### src/hdl/ccd_pkg.sv
// shared types, codes and helpers for the 3-cnf clause decimator
// no dependencies; used by ccd_store, ccd_eval and cnf_clause_decimator_core

package ccd_pkg;

	// field widths
	localparam int LIT_W = 13;
	localparam int CNT_W = 16;
	localparam int VAR_W = 12;
	localparam int K     = 3;

	// parameter defaults
	localparam int VARIABLES_DEF   = 4096;
	localparam int MAX_CLAUSES_DEF = 65536;

	// largest reportable variable magnitude
	localparam logic [VAR_W-1:0] VAR_LIMIT = {VAR_W{1'b1}};

	// request kinds
	localparam logic REQ_ASSIGN = 1'b0;
	localparam logic REQ_CLAUSE = 1'b1;

	// clause status codes
	localparam logic [1:0] ST_OPEN  = 2'd0;
	localparam logic [1:0] ST_SAT   = 2'd1;
	localparam logic [1:0] ST_UNSAT = 2'd2;
	localparam logic [1:0] ST_EMPTY = 2'd3;

	// assignment store codes
	localparam logic [1:0] VAL_UNSET = 2'd0;
	localparam logic [1:0] VAL_TRUE  = 2'd1;
	localparam logic [1:0] VAL_FALSE = 2'd2;

	typedef logic signed [LIT_W-1:0] lit_t;
	typedef logic [LIT_W-1:0]        mag_t;
	typedef logic [1:0]              val_t;

	// evaluation result of one clause
	typedef struct packed {
		logic [1:0]       status;
		lit_t             lit_a;
		lit_t             lit_b;
		lit_t             lit_c;
		logic [1:0]       remaining;
		logic [VAR_W-1:0] open_max;
	} eval_t;

	// unsigned magnitude of a literal, -4096 gives 4096
	function automatic mag_t lit_mag(input lit_t lit);
		mag_t m;
		m = lit[LIT_W-1] ? mag_t'(~lit + 1'b1) : mag_t'(lit);
		return m;
	endfunction

endpackage

### src/hdl/ccd_eval.sv
// clause evaluator: scans up to three literals against their looked-up values
// pure combinational; depends on ccd_pkg

module ccd_eval (
	input  ccd_pkg::lit_t  lit   [ccd_pkg::K],
	input  ccd_pkg::val_t  state [ccd_pkg::K],
	output ccd_pkg::eval_t res
);

	logic [ccd_pkg::K-1:0] act;
	logic [1:0]            status;
	logic [1:0]            left;
	ccd_pkg::lit_t         kept [ccd_pkg::K];
	ccd_pkg::val_t         want [ccd_pkg::K];
	ccd_pkg::mag_t         mag  [ccd_pkg::K];
	logic [ccd_pkg::VAR_W-1:0] mag_sat [ccd_pkg::K];
	logic [ccd_pkg::VAR_W-1:0] max_ab;
	logic [ccd_pkg::VAR_W-1:0] max_abc;

	// clause ends at the first zero literal
	always_comb begin
		act[0] = lit[0] != '0;
		act[1] = act[0] && (lit[1] != '0);
		act[2] = act[1] && (lit[2] != '0);
	end

	// in-order scan: agreement satisfies, conflict removes
	always_comb begin
		status = act[0] ? ccd_pkg::ST_OPEN : ccd_pkg::ST_EMPTY;
		left   = 2'(act[0]) + 2'(act[1]) + 2'(act[2]);
		for (int k = 0; k < ccd_pkg::K; k++) begin
			kept[k] = '0;
			want[k] = lit[k][ccd_pkg::LIT_W-1] ? ccd_pkg::VAL_FALSE : ccd_pkg::VAL_TRUE;
		end
		for (int k = 0; k < ccd_pkg::K; k++) begin
			if (act[k] && (status == ccd_pkg::ST_OPEN)) begin
				if (state[k] == want[k]) begin
					status = ccd_pkg::ST_SAT;
				end else if (state[k] != ccd_pkg::VAL_UNSET) begin
					left = left - 2'd1;
					if (left == 2'd0) begin
						status = ccd_pkg::ST_UNSAT;
					end
				end else begin
					kept[k] = lit[k];
				end
			end
		end
	end

	// largest kept magnitude, clipped to the output range
	always_comb begin
		for (int k = 0; k < ccd_pkg::K; k++) begin
			mag[k]     = ccd_pkg::lit_mag(kept[k]);
			mag_sat[k] = (mag[k] > ccd_pkg::mag_t'(ccd_pkg::VAR_LIMIT)) ?
				ccd_pkg::VAR_LIMIT : mag[k][ccd_pkg::VAR_W-1:0];
		end
		max_ab  = (mag_sat[0] > mag_sat[1]) ? mag_sat[0] : mag_sat[1];
		max_abc = (max_ab > mag_sat[2]) ? max_ab : mag_sat[2];
	end

	// closed clauses give no literals
	always_comb begin
		res.status = status;
		if (status == ccd_pkg::ST_OPEN) begin
			res.lit_a     = kept[0];
			res.lit_b     = kept[1];
			res.lit_c     = kept[2];
			res.remaining = left;
			res.open_max  = max_abc;
		end else begin
			res.lit_a     = '0;
			res.lit_b     = '0;
			res.lit_c     = '0;
			res.remaining = 2'd0;
			res.open_max  = '0;
		end
	end

endmodule

### config.mk
export PLATFORM = sky130hd
export DESIGN_NAME = ccd_eval
export DESIGN_NICKNAME = d
export VERILOG_FILES = /design/src/hdl/ccd_pkg.sv /design/src/hdl/ccd_eval.sv
export SDC_FILE = /design/constraint.sdc
export NUM_CORES = 1
export LEC_CHECK = 0
export ABC_CLOCK_PERIOD_IN_PS = 9800
export BUFFER_PORTS_ARGS = -buffer_cell sky130_fd_sc_hd__buf_2
export CAP_MARGIN = 20
export CORE_MARGIN = 4
export CORE_UTILIZATION = 53
export DETAILED_ROUTE_END_ITERATION = 8
export GPL_ROUTABILITY_DRIVEN = 0
export GPL_TIMING_DRIVEN = 0
export PLACE_DENSITY = 0.95
export SLEW_MARGIN = 20
export SYNTH_ARGS = -nofsm -noshare
export SYNTH_HDL_FRONTEND = slang
export SYNTH_SLANG_ARGS = --single-unit
### constraint.sdc
create_clock -name vclk -period 9.8
set_clock_uncertainty 0.2 [all_clocks]
set_input_delay 1.47 -clock vclk [all_inputs]
set_output_delay 1.47 -clock vclk [all_outputs]
set_load 0.02 [all_outputs]
# Yosys cells after proc, flatten, opt, wreduce, memory -nomap -nowiden
# Index checks and enable logic that the tools add are counted.
totals:
  ff_bits: 0
  input_bits: 45
  output_inout_bits: 55
  wordCells: 80
classes:
  n_addsub: 8
  n_lt_le_gt_ge: 5
  n_eq_ne: 3
  muxes: 43
  bitwise: 3
  n_reduce_logical: 18
op_table:
  columns: ["op", "n"]
  rows:
  - ["$mux W13", 12]
  - ["$mux W12", 5]
  - ["$mux W53", 1]
  - ["$mux W2", 25]
  - ["$add A13 B1 Y13 const B", 3]
  - ["$gt A13 B12 Y1 const B", 3]
  - ["$not A13 Y13", 3]
  - ["$reduce_bool A13 Y1", 3]
  - ["$gt A12 B12 Y1", 2]
  - ["$logic_not A2 Y1", 7]
  - ["$eq A2 B2 Y1", 3]
  - ["$reduce_bool A2 Y1", 3]
  - ["$sub A2 B1 Y2 const B", 3]
  - ["$logic_and A1 B1 Y1", 5]
  - ["$add A1 B1 Y2", 1]
  - ["$add A2 B1 Y2", 1]

# Depth between registers and ports, before layout
depth:
  word_depth: 25
  ltp_mapped: 30
  ltp_nobuf: 27

# Least setup slack after synthesis
# Ideal clock, no wire load.
synth_path:
  path_kind: "in2out"
  from: "in lit[20] (netlist bit)"
  to: "out res[1] (netlist bit)"
  arrival_time_ns: 8.039
  required_ns: 8.130
  path_slack_ns: 0.091
  path_stages: 27
  path_buffers: 3
  cell_sequence: "or3_1 buf_2 or2_4 o311ai_4 nor2_1 nand2_1 ha_1 or3b_2 nor4_4 o41ai_1 a2111oi_0 inv_1 ha_1 nand4_1 a211oi_1 o31a_1 clkbuf_1 mux2_2 ha_1 and3_1 a221oi_1 o21ai_0 nand2_1 a21o_1 clkbuf_1 nor2_1 a211oi_1"
synth_rtl:
  columns: ["item", "line", "source"]
  rows:
  - ["start, declared", "ccd_eval.sv:5", "input ccd_pkg::lit_t lit [ccd_pkg::K],"]
  - ["end, declared", "ccd_eval.sv:7", "output ccd_pkg::eval_t res"]

==> run metrics <==
hold depth 3; Layout Cells excl Fill between 500 and 600; area share of the largest cell type after synthesis between 10% and 20%; Residual DRC 0; GR Util All Layers between 20% and 30%; DRT iter0 DRCs ~350; share of cells above drive strength 1 about 31%; layout net count 585; Post-Syn Instances about 400; WL/cell around 16 um; Avg Inst Size Synth between 6 and 7 um2; Hold Crit Start lit[24]; Top cell by count, worst path ha_1; # rows 25; worst-margin pin slew 605 ps; Fmax about 0.10 GHz; Yosys cell types 63; sequential cell area 0 um2; I/O pin count 100; compound-cell area share of the yosys netlist a little under a third; largest net degree at the start of global routing 11; Seq/Total Area, Yosys 0%; CP max FO 10; Placed Cells around 570; # port buffers just under 100; Routed Antenna Nets 0; max_slew headroom 59.4%; Synth Area in Adders about an eighth; count leader, synth nor2_1; first-pass GRT wire length ~15 mm; mapped cell area 2740 um2; grt ovf 0; Slowest-stage cell, CP or4_1; P per Cell Area around 74 nW/um2; max_cap viols 0; vias in the first global route approximately 3,400; largest family of logic cells by synthesized area simple AND/OR/NAND/NOR gates; Synth area leader ha_1; worst setup slack after layout between 200 and 250 ps; post-DR vias/cell ~6.5; Vert. Die Dim 79.9 um; Seq cells 0; top cells by count, synth 39 x nor2_1, 35 x and2_1, 33 x a21oi_1, 29 x ha_1, 24 x nand2_1; Fillers 370; hold-fix buffers at CTS 0; via count about 3,700; Area contributors post-synth ha_1 13%, and2_1 8.0%, a21oi_1 6.0%, nor2_1 5.3%, mux2_2 3.7%; Critical Path Source Type primary input; Core ar. slightly below 5000 um2; die extent in x around 80 um; Synth Area in Simple Gates a little under 40%; drt first pass iters 6; ANT cells 0; xor/xnor share of the synthesized area 4.47%; die area between 6000 and 7000 um2; clock buffer count 0; outcome finished, final reports clean; Slew Viols, Final 0; crit end category output port; setup violators final 0; Setup CP Type primary input to output port; Required @ worst endpoint 8130 ps; Leak 1.62 nW; Warnings, synthesis 0; syn nets about 480; crit path DAT 7900 ps; Layout area overhead 25.7%; Initial Utilization a little under three fifths; routed wire length between 9 and 10 mm; Hold Fails Final Rpt 0; path type of the worst min-delay path primary input to output port; multiplexer area fraction after synthesis under 10%; minimum clock period roughly 9600 ps; final critical-path share of the clock period around 98%; pre-CTS setup slack -851 ps; Hold Path End res[38]; CP max stage delay 550 ps; Peak VDD IR around 0.056 mV; initial antenna violation count 0; Detailed Place HPWL roughly 7.5 mm
==> placed cells by master (no fill, tap or decap), types with 3 or more instances in the layout <==
cell       Yosys  final
buf_2          3     99
nor2_1        39     38
and2_1        35     35
a21oi_1       33     32
ha_1          29     29
nand2_1       24     24
inv_1         17     17
o21ai_0       17     16
clkbuf_1      13     11
or4_1         10     10
nor3_1        12     10
o211ai_1      10     10
nand3_1       10     10
or2_2          9      9
mux2_2         9      9
buf_4          0      9
or3_1          8      8
nand4_1        8      8
xor2_1         7      7
xnor2_1        7      7
a21o_1         7      7
o41ai_1        5      5
mux2i_1        5      5
nor2b_1        5      5
a211oi_2       4      5
nor3_2         3      5
a311oi_1       4      4
nor4_1         6      4
nand2b_1       4      4
buf_6          3      4
o21a_1         4      4
o2bb2ai_1      4      4
a211oi_1       5      4
o311ai_0       3      3
and3_1         3      3
a21boi_0       3      3
==> cells by family (layout without fill, tap and decap cells) <==
group	after synthesis	in the layout
and+or+nand+nor	189	189
muxes	14	14
adders and majority gates	29	29
xor gates and xnor gates	14	14
AOI/OAI and AO/OA	121	121
buffers and inverters	37	142
==> final cells by class <==
cell class	count	area, um2	share of cell area [%]
buffer	20	114	3.30
inverter	17	63.8	1.85
multi-input combinational	367	2640	76.5
tap	67	83.8	2.43
timing repair buffer	105	548	15.9
==> how the worst max path moves through the flow <==
| stage | startpoint | endpoint | slack (ps) | depth (start not counted) |
|---|---|---|---|---|
| final | lit[16] | res[2] | 230 | 31 |
| after CTS | lit[16] | res[4] | 60 | 30 |
| after global placement | lit[20] | res[4] | -690 | 29 |
| after floorplan | lit[20] | res[1] | 90 | 27 |
| after global routing | lit[16] | res[4] | -70 | 30 |
| after detailed placement | lit[20] | res[5] | -850 | 29 |
==> critical path, delay by kind of cell <==
| kind | cells | cell delay [ps] |
|---|---|---|
| simple gates | 13 | 2900 |
| mux | 1 | 310 |
| buf+inv | 7 | 1100 |
| compound gates | 7 | 1330 |
| fa+ha+maj | 3 | 810 |
==> timing repair <==
item,CTS,global route
gates resized for setup,7,16
pin swaps,3,4
buffers inserted,5,3
setup endpoints to repair,12,12
==> through the flow <==
step	area (um2)	power [mW]	utilization (%)	hold WS, ps	TNS, ps
2_1_floorplan	2740	0.161	-	2890	0
3_3_place_gp	3310	0.218	67.9	3100	-6140
3_5_place_dp	3310	0.228	67.9	3110	-8150
4_1_cts	3370	0.234	69.0	3110	0
5_1_grt	3450	0.276	70.7	3130	-373
6_report	3450	0.255	70.7	3110	0
==> power breakdown <==
group,internal (mW),switching (mW)
sequential,0,0
combinational,0.0995,0.156
clock,0,0
==> metal layers <==
layer	GRT usage [%]	wire (um)	vias to the layer above
met3	2.60	829	56
met4	9.80	400	0
met5	0	0	-
met1	33.0	3550	1698
met2	49.9	4700	252
li1	-	-	1742
(Power assumes the default switching activity.)
